<file path="src/rtl/core/lpve_pkg.sv">
// shared types, codes and constants for the line prefix value extractor
// no dependencies; used by every module of the block by scoped name
package lpve_pkg;

  // value store capacity; the usable length limit is one less, capped by the 6-bit count
  localparam int unsigned VALUE_CAPACITY = 64;
  localparam logic [5:0]  LIMIT_CAP      = (VALUE_CAPACITY - 1 > 63) ? 6'd63
                                           : 6'(VALUE_CAPACITY - 1);

  // key text "    dataDir=" and line characters
  localparam logic [5:0] KEY_LEN = 6'd12;
  localparam logic [7:0] CH_LF   = 8'h0A;
  localparam logic [7:0] CH_CR   = 8'h0D;

  // reset value of the length limit register
  localparam logic [5:0] MAX_LEN_RESET = 6'd63;

  // command codes
  localparam logic CMD_DATA    = 1'b0;
  localparam logic CMD_RESTART = 1'b1;

  // result status codes
  localparam logic [2:0] ST_BUSY    = 3'd0;
  localparam logic [2:0] ST_BYTE    = 3'd1;
  localparam logic [2:0] ST_DONE    = 3'd2;
  localparam logic [2:0] ST_ERROR   = 3'd3;
  localparam logic [2:0] ST_IGNORED = 3'd4;

  // input word
  typedef struct packed {
    logic       command;
    logic [7:0] data_byte;
  } in_word_t;

  // result word
  typedef struct packed {
    logic [2:0] status;
    logic [7:0] value_byte;
    logic [5:0] value_length;
  } out_word_t;

  // character of the key at a given index
  function automatic logic [7:0] key_char(input logic [3:0] idx);
    logic [7:0] ch;
    case (idx)
      4'd0, 4'd1, 4'd2, 4'd3: ch = 8'h20; // space
      4'd4:    ch = 8'h64; // d
      4'd5:    ch = 8'h61; // a
      4'd6:    ch = 8'h74; // t
      4'd7:    ch = 8'h61; // a
      4'd8:    ch = 8'h44; // D
      4'd9:    ch = 8'h69; // i
      4'd10:   ch = 8'h72; // r
      4'd11:   ch = 8'h3D; // =
      default: ch = 8'h00;
    endcase
    return ch;
  endfunction

endpackage

</file>
<file path="src/rtl/core/lpve_in_stage.sv">
// input register stage: holds one accepted word until the matcher takes it
// depends on lpve_pkg for the input word type
module lpve_in_stage (
  input  logic               clk,
  input  logic               rst_n,
  input  logic               in_valid,
  output logic               in_stall,
  input  lpve_pkg::in_word_t in_data,
  input  logic               take,
  output logic               hold_valid,
  output lpve_pkg::in_word_t hold_word
);

  logic               valid_r;
  logic               valid_nxt;
  lpve_pkg::in_word_t word_r;
  logic               accept;

  // stall only while a held word cannot move on
  assign in_stall = valid_r && !take;
  assign accept   = in_valid && !in_stall;

  // occupancy of the stage
  always_comb begin
    valid_nxt = valid_r;
    if (accept) begin
      valid_nxt = 1'b1;
    end else if (take) begin
      valid_nxt = 1'b0;
    end
  end

  always_ff @(posedge clk) begin
    if (!rst_n) begin
      valid_r <= 1'b0;
    end else begin
      valid_r <= valid_nxt;
    end
  end

  // payload, no reset
  always_ff @(posedge clk) begin
    if (accept) begin
      word_r <= in_data;
    end
  end

  assign hold_valid = valid_r;
  assign hold_word  = word_r;

endmodule

</file>
<file path="src/rtl/core/lpve_match.sv">
// key matcher and value capture: mode and position state, result of one word
// depends on lpve_pkg for word types, key text and status codes
module lpve_match (
  input  logic                clk,
  input  logic                rst_n,
  input  logic                step_en,
  input  lpve_pkg::in_word_t  word,
  input  logic [5:0]          max_len,
  output lpve_pkg::out_word_t result
);

  localparam logic [1:0] MODE_KEY      = 2'd0;
  localparam logic [1:0] MODE_SKIP     = 2'd1;
  localparam logic [1:0] MODE_VALUE    = 2'd2;
  localparam logic [1:0] MODE_FINISHED = 2'd3;

  logic [1:0] mode_r;
  logic [1:0] mode_nxt;
  logic [5:0] pos_r;
  logic [5:0] pos_nxt;
  logic [5:0] limit;
  logic       key_hit;
  logic [7:0] c;

  assign c       = word.data_byte;
  assign limit   = (max_len < lpve_pkg::LIMIT_CAP) ? max_len : lpve_pkg::LIMIT_CAP;
  assign key_hit = (pos_r < lpve_pkg::KEY_LEN) && (c == lpve_pkg::key_char(pos_r[3:0]));

  // next state and result of the current word
  always_comb begin
    mode_nxt            = mode_r;
    pos_nxt             = pos_r;
    result.status       = lpve_pkg::ST_BUSY;
    result.value_byte   = 8'h00;
    result.value_length = 6'd0;
    if (word.command == lpve_pkg::CMD_RESTART) begin
      mode_nxt = MODE_KEY;
      pos_nxt  = 6'd0;
    end else begin
      unique case (mode_r)
        MODE_KEY: begin
          if (key_hit) begin
            if (pos_r + 6'd1 == lpve_pkg::KEY_LEN) begin
              mode_nxt = MODE_VALUE;
              pos_nxt  = 6'd0;
            end else begin
              pos_nxt = pos_r + 6'd1;
            end
          end else begin
            mode_nxt = MODE_SKIP;
          end
        end
        MODE_SKIP: begin
          if (c == lpve_pkg::CH_LF) begin
            mode_nxt = MODE_KEY;
            pos_nxt  = 6'd0;
          end
        end
        MODE_VALUE: begin
          if (c == lpve_pkg::CH_CR) begin
            result.status       = lpve_pkg::ST_DONE;
            result.value_length = pos_r;
            mode_nxt            = MODE_FINISHED;
          end else if (pos_r < limit) begin
            pos_nxt             = pos_r + 6'd1;
            result.status       = lpve_pkg::ST_BYTE;
            result.value_byte   = c;
            result.value_length = pos_r + 6'd1;
          end else begin
            result.status       = lpve_pkg::ST_ERROR;
            result.value_length = pos_r;
            mode_nxt            = MODE_FINISHED;
          end
        end
        MODE_FINISHED: begin
          result.status = lpve_pkg::ST_IGNORED;
        end
        default: begin
          mode_nxt = MODE_KEY;
        end
      endcase
    end
  end

  // state moves only when a word is consumed
  always_ff @(posedge clk) begin
    if (!rst_n) begin
      mode_r <= MODE_KEY;
      pos_r  <= 6'd0;
    end else if (step_en) begin
      mode_r <= mode_nxt;
      pos_r  <= pos_nxt;
    end
  end

  // restart always lands at line start with a cleared position
  a_restart: assert property (@(posedge clk) disable iff (!rst_n)
    step_en && (word.command == lpve_pkg::CMD_RESTART)
    |=> (mode_r == MODE_KEY) && (pos_r == 6'd0))
    else $error("restart did not clear matcher state");

  // key index never runs past the key
  a_key_pos: assert property (@(posedge clk) disable iff (!rst_n)
    (mode_r == MODE_KEY) |-> (pos_r < lpve_pkg::KEY_LEN))
    else $error("key position out of range");

  // finished stays finished until a restart
  a_finished: assert property (@(posedge clk) disable iff (!rst_n)
    step_en && (mode_r == MODE_FINISHED) && (word.command == lpve_pkg::CMD_DATA)
    |=> (mode_r == MODE_FINISHED))
    else $error("left finished mode without restart");

  // no word consumed, no state change
  a_hold: assert property (@(posedge clk) disable iff (!rst_n)
    !step_en |=> $stable(mode_r) && $stable(pos_r))
    else $error("matcher state changed without a word");

endmodule

</file>
<file path="src/rtl/core/line_prefix_value_extractor.sv">
// top level of the line prefix value extractor: length limit register,
// output register and handshake; uses lpve_pkg, lpve_in_stage, lpve_match
//
// usage:
//   input channel  in_valid / in_stall / in_data (command, data_byte): one
//     text byte or a restart command per word
//   result channel out_valid / out_stall / out_data (status, value_byte,
//     value_length): exactly one result word per input word, in order
//   cfg_we / cfg_wdata write the 6-bit value length limit; write only while
//     no word is in flight
//   latency: a word accepted at one clock edge sits in the input stage, its
//     result shows on out_data after the next edge and can be taken at the
//     edge after that (two register stages)
//   throughput: one word per cycle; the only loop is the one-cycle
//     mode/position update in the matcher
//   reset (rst_n low, synchronous): both stages empty, matcher looks for the
//     key at line start, limit back to 63
//   receiver stall: the result word holds; the input stage still takes one
//     word, then in_stall rises until the result is taken
module line_prefix_value_extractor (
  input  logic                clk,
  input  logic                rst_n,
  input  logic                in_valid,
  output logic                in_stall,
  input  lpve_pkg::in_word_t  in_data,
  output logic                out_valid,
  input  logic                out_stall,
  output lpve_pkg::out_word_t out_data,
  input  logic                cfg_we,
  input  logic [5:0]          cfg_wdata
);

  logic [5:0]          limit_r;
  logic                hold_valid;
  lpve_pkg::in_word_t  hold_word;
  logic                take;
  lpve_pkg::out_word_t result;
  logic                out_valid_r;
  logic                out_valid_nxt;
  lpve_pkg::out_word_t out_data_r;

  // length limit register
  always_ff @(posedge clk) begin
    if (!rst_n) begin
      limit_r <= lpve_pkg::MAX_LEN_RESET;
    end else if (cfg_we) begin
      limit_r <= cfg_wdata;
    end
  end

  // held word moves on when the output register is free or being emptied
  assign take = hold_valid && (!out_valid_r || !out_stall);

  lpve_in_stage u_in_stage (
    .clk        (clk),
    .rst_n      (rst_n),
    .in_valid   (in_valid),
    .in_stall   (in_stall),
    .in_data    (in_data),
    .take       (take),
    .hold_valid (hold_valid),
    .hold_word  (hold_word)
  );

  lpve_match u_match (
    .clk     (clk),
    .rst_n   (rst_n),
    .step_en (take),
    .word    (hold_word),
    .max_len (limit_r),
    .result  (result)
  );

  // output register occupancy
  always_comb begin
    out_valid_nxt = out_valid_r;
    if (take) begin
      out_valid_nxt = 1'b1;
    end else if (!out_stall) begin
      out_valid_nxt = 1'b0;
    end
  end

  always_ff @(posedge clk) begin
    if (!rst_n) begin
      out_valid_r <= 1'b0;
    end else begin
      out_valid_r <= out_valid_nxt;
    end
  end

  // result payload, no reset
  always_ff @(posedge clk) begin
    if (take) begin
      out_data_r <= result;
    end
  end

  assign out_valid = out_valid_r;
  assign out_data  = out_data_r;

endmodule

</file>
<file path="config.mk">
export PLATFORM = sky130hd
export DESIGN_NAME = line_prefix_value_extractor
export DESIGN_NICKNAME = d
export VERILOG_FILES = /design/src/rtl/core/lpve_pkg.sv /design/src/rtl/core/lpve_in_stage.sv /design/src/rtl/core/lpve_match.sv /design/src/rtl/core/line_prefix_value_extractor.sv
export SDC_FILE = /design/constraint.sdc
export NUM_CORES = 1
export LEC_CHECK = 0
export BUFFER_PORTS_ARGS = -buffer_cell sky130_fd_sc_hd__buf_4
export CAP_MARGIN = 20
export CORE_MARGIN = 2
export CORE_UTILIZATION = 50
export CTS_CLUSTER_SIZE = 16
export DETAILED_ROUTE_END_ITERATION = 8
export GPL_TIMING_DRIVEN = 0
export MAX_ROUTING_LAYER = met4
export PLACE_DENSITY = 0.79
export SYNTH_ARGS = -nofsm -noshare
export SYNTH_HDL_FRONTEND = slang
export SYNTH_HIERARCHICAL = 1
export SYNTH_SLANG_ARGS = --single-unit
</file>
<file path="constraint.sdc">
create_clock -name clk -period 11.5 [get_ports clk]
set_input_delay 0 -clock clk [delete_from_list [all_inputs] [get_ports clk]]
set_output_delay 0 -clock clk [all_outputs]
set_load 0.01 [all_outputs]
</file>
**Yosys cells after proc, flatten, opt, wreduce, memory -nomap -nowiden**

Memories as Yosys holds them, arrays and structs flattened. A register that Yosys moved wholly into a read port is not among the register bits.
Cells that the tools add are included.

- Input bits: 20
- Word-level logic and storage cells: 69
- Memory bits (writable): 0
- Bits in read-only memories: 112
- Output and inout bits: 19
- Latch bits: 0
- Memories: 1
- Bits in registers: 42

Memory list:

| name | words | width | read ports | clocked after memory_dff | wr ports | line | RTL |
|---|---|---|---|---|---|---|---|
| (name not given) | 16 | 7 | 1 | 1 | 0 | lpve_pkg.sv:45 | `case (idx)` |

- Magnitude comparators: 3
- Add/sub/neg operators: 1
- Equal/unequal tests: 12
- Mux-type cells: 24
- Multiply operators: 0
- Bitwise logic cells: 2
- Shifts and indexed selects: 0
- Div/mod/pow operators: 0
- Reductions and logical operators: 16

Operator list:

| cell | number |
|---|---|
| 6-bit 2-to-1 mux | 7 |
| 6-bit one-hot mux with 3 select lines | 1 |
| 8-bit by 4-bit == test with 1-bit output, second input constant | 2 |
| 2-bit 2-to-1 mux | 7 |
| 8-bit == test | 1 |
| 4-bit 2-to-1 mux | 2 |
| 6-bit by 1-bit adder with 6-bit output, second input constant | 1 |
| 6-bit by 4-bit == test with 1-bit output, second input constant | 1 |
| 6-bit by 4-bit < comparator with 1-bit output, second input constant | 1 |
| 6-bit < comparator | 1 |
| 6-bit < comparator, second input constant | 1 |
| 3-bit by 2-bit inequality test with 1-bit output, second input constant | 2 |
| 2-bit one-hot mux with 3 select lines | 1 |
| 3-bit one-hot mux with 2 select lines | 1 |
| 5-bit AND reduction | 1 |
| 2-bit == test, second input constant | 2 |
| 1-bit logical AND | 4 |
| 1-bit logical NOT | 4 |
| 1-bit 2-to-1 mux | 4 |
| 4-bit by 3-bit inequality test with 1-bit output, second input constant | 1 |
| 4-bit inequality test, second input constant | 1 |
| 4-bit AND reduction | 1 |
| 4-bit nonzero test | 1 |
| 4-bit OR reduction | 1 |
| 8 further kinds | 9 |

**Logic depth before layout (Yosys ltp)**

- Depth in word-level cells: 9
- Gate-level depth with buffers: 13

**Modules after synthesis**

The synthesis kept the hierarchy.

By module, submodules not included:

| module | cells an instance | area each (µm²) | instances |
|---|---|---|---|
| lpve_match | 184 | 1,452.6 | 1 |
| line_prefix_value_extractor | 40 | 763.2 | 1 |
| lpve_in_stage | 13 | 317.8 | 1 |

**Worst setup path before layout**

No wires, ideal clock.

- Path type: register to register
- From: register u_in_stage.valid_r, in the netlist u_in_stage/hold_valid
- To: register (tool-made name)
- Buffers on the path: 0
- Required time: 11.425 ns
- Arrival: 3.791 ns
- Setup slack: 7.634 ns
- Clock period less this slack: 3.866 ns
- Cell stages (with the launch flop): 10
- Cells stage by stage: dfxtp_1 a21boi_0 o41ai_2 a2111oi_4 and4_1 o21ai_1 o21ai_1 nand2_1 ha_1 o22ai_1

RTL lines:

| what | line | RTL |
|---|---|---|
| start: declaration | lpve_in_stage.sv:14 | `logic valid_r;` |
| start signal: assignment | lpve_in_stage.sv:37 | `valid_r <= valid_nxt;` |

==> metrics <==
status finished, final reports clean; Final Cycle Share 0.268; Final nets 345; Worst Path Max Fanout 8; hpwl dp 3510 um; Pwr Density 109 nW/um^2; WP data arrival 3.32 ns; Post-route DRC 0; Rel. slew slack 0.471; IO Port Bufs 37; Seq/Total Area, Yosys 0.490; drt pass-1 iters 4; Fmax achieved 324 MHz; WP buf/inv 0; Max Slew Vio Count 0; Area contributors post-synth edfxtp_1 31%, dfxtp_1 18%, ha_1 6.4%; Pleak 1.36 nW; actual slew at the worst max-slew pin 0.791 ns; reg2reg start u_in_stage/hold_word[1]$_DFFE_PP_; CTS H-tree depth 2; Top delay family on crit path simple AND/OR/NAND/NOR gates; final hold violations 0; Die W 75.2 um; Max Clock Skew 0.00965 ns; largest net degree at the start of global routing 19; WS Path Type flop to flop; EDFF count, synth 26; Root Driver clkbuf_8; most frequent cells in the layout 39 x buf_4, 30 x dlygate4sd3_1, 26 x edfxtp_1; Top Ports 39; clock latency on the worst-skew pair 0.31 ns; Initial Util 0.526; share of cells above drive strength 1 0.204; area leader, netlist edfxtp_1; # clock sinks 49; via/cell ratio 5.34; Syn Inst Count 237; DRT iter0 DRCs 143; CP dominant cell by count nor4_1; Wirelength per Cell 14.7 um; Critical Path RT 11.74 ns; Syn Nets 270; TritonCTS clock tree done; Post-CTS Setup Inserts 0; Worst-path clk slew 0.09 ns; vias in the first global route 1927; Slowest-stage cell, CP a311o_4; Yosys warning count 6; CP Cell Sequence xor2_1 > nor4_1 > nand3_1 > a311o_4 > nor4_1 > o21ai_1 > ha_1 > o22ai_1; worst r2r path cells 8; Antenna Nets Post-Route 0; Synth Area per Inst 10.7 um^2; Synth Cell Area 2530 um^2; drt total wl 5590 um; crit start category flop; Placement Rows 25; worst hold endpoint u_match/pos_r[0]$_SDFFE_PN0P_; Antenna Cells 0; ys async rst share 0; Worst Hold Class primary input to flop; initial antenna violation count 0; Vert. Die Dim 75.2 um; area delta synth->final 31.3%; Die ar. 5650 um^2; via count 2028; #FFs+latches synth 49; Tot GR Track Use 0.222; Sum Neg Setup Slack 0 ns; maximum vdd ir drop 0.0000778 V; hold path startpoint rst_n; max-cap viol count 0; Synth Flop Type edfxtp_1; most common cell after layout, fill and taps aside buf_4; clock tree buffer depth 2; Netlist cell types 54; RSZ-0062 raised after global routing no; peak per-stage delay on the critical path 0.55 ns; GPL Wtd Cong 0.891; Synth top area share 0.308; Hold Worst Slack 0.0275 ns; core area 4820 um^2; final-report setup violation count 0; Tmin final 3.08 ns; first-pass GRT wire length 8940 um; Setup crit end kind flop; worst hold stages 2; grt ovf 0; R2R Setup Slk 8.42 ns; CTS Buf Count 5
where the power goes:
part	total [mW]	switching, mW	internal (mW)
combinational	0.0450	0.0204	0.0247
sequential	0.196	0.00446	0.191
clock	0.122	0.0563	0.0653
metal layers:
layer | part of all wire | routed length, um | GRT usage | vias up
met4 | 0.020 | 113 | 0.0994 | 0
met1 | 0.43 | 2390 | 0.268 | 950
met3 | 0.047 | 262 | 0.0348 | 9
met2 | 0.51 | 2830 | 0.366 | 61
met5 | 0 | 0 | - | -
li1 | - | - | - | 1008
kinds of logic after synthesis:
group,share of synthesized area
buffers and inverters,0.0375
flip-flops,0.490
AND/OR/NAND/NOR,0.198
multiplexers,0.0316
adder cells (fa/ha/maj),0.0642
AO/OA/AOI/OAI,0.144
XOR/XNOR,0.0346
worst max-delay path by stage:
stage | from | endpoint | slack, ns | cells past startpoint
floorplan | u_in_stage/hold_valid$_SDFFE_PN0P_ | flop | 7.63 | 9
global route | u_in_stage/hold_word[1]$_DFFE_PP_ | flop | 8.19 | 10
CTS | u_in_stage/hold_word[1]$_DFFE_PP_ | flop | 8.42 | 10
finish | u_in_stage/hold_word[1]$_DFFE_PP_ | flop | 8.42 | 8
detailed placement | u_in_stage/hold_word[1]$_DFFE_PP_ | flop | 8.47 | 10
global placement | u_in_stage/hold_valid$_SDFFE_PN0P_ | flop | 6.59 | 9
cell type report:
type	count	area, um^2
plain buffers	7	42.5
flip-flops and latches	49	1240
clock buffers	6	72.6
clock inverters	2	38.8
multi-input cells	167	1200
fillers	371	1490
inverters	14	52.6
well taps	67	83.8
repair buffers	68	593
Yosys cell counts, types with 2 or more instances:
cell type,count
edfxtp_1,26
dfxtp_1,23
nand2_1,19
a21oi_1,16
inv_1,14
nor2_1,14
ha_1,13
and2_1,9
mux2i_1,8
o21ai_0,8
xor2_1,8
nor2b_1,6
nand2b_1,5
nand3_1,5
nor3_1,4
o21ai_1,4
or3_1,4
and3_1,3
clkbuf_1,3
nand4_1,3
and2_2,2
buf_4,2
nor2_2,2
nor4_1,2
nor4b_1,2
o22ai_1,2
or4_1,2
xnor2_1,2
stage by stage:
| stage | instance area, um^2 | util | setup WS (ns) | total power [mW] | instances |
|---|---|---|---|---|---|
| floorplan | 2530 | - | 7.63 | 0.219 | 237 |
| global placement | 2900 | 0.601 | 6.59 | 0.233 | 341 |
| detailed placement | 2910 | 0.605 | 8.47 | 0.234 | 342 |
| CTS | 3330 | 0.690 | 8.42 | 0.364 | 380 |
| global route | 3330 | 0.690 | 8.19 | 0.375 | 380 |
| finish | 3330 | 0.690 | 8.42 | 0.362 | 380 |
repair_timing:
action	CTS	global route
resized for setup	0	0
hold endpoints to repair	17	0
hold buffers	30	0
(Power assumes the default switching activity.)
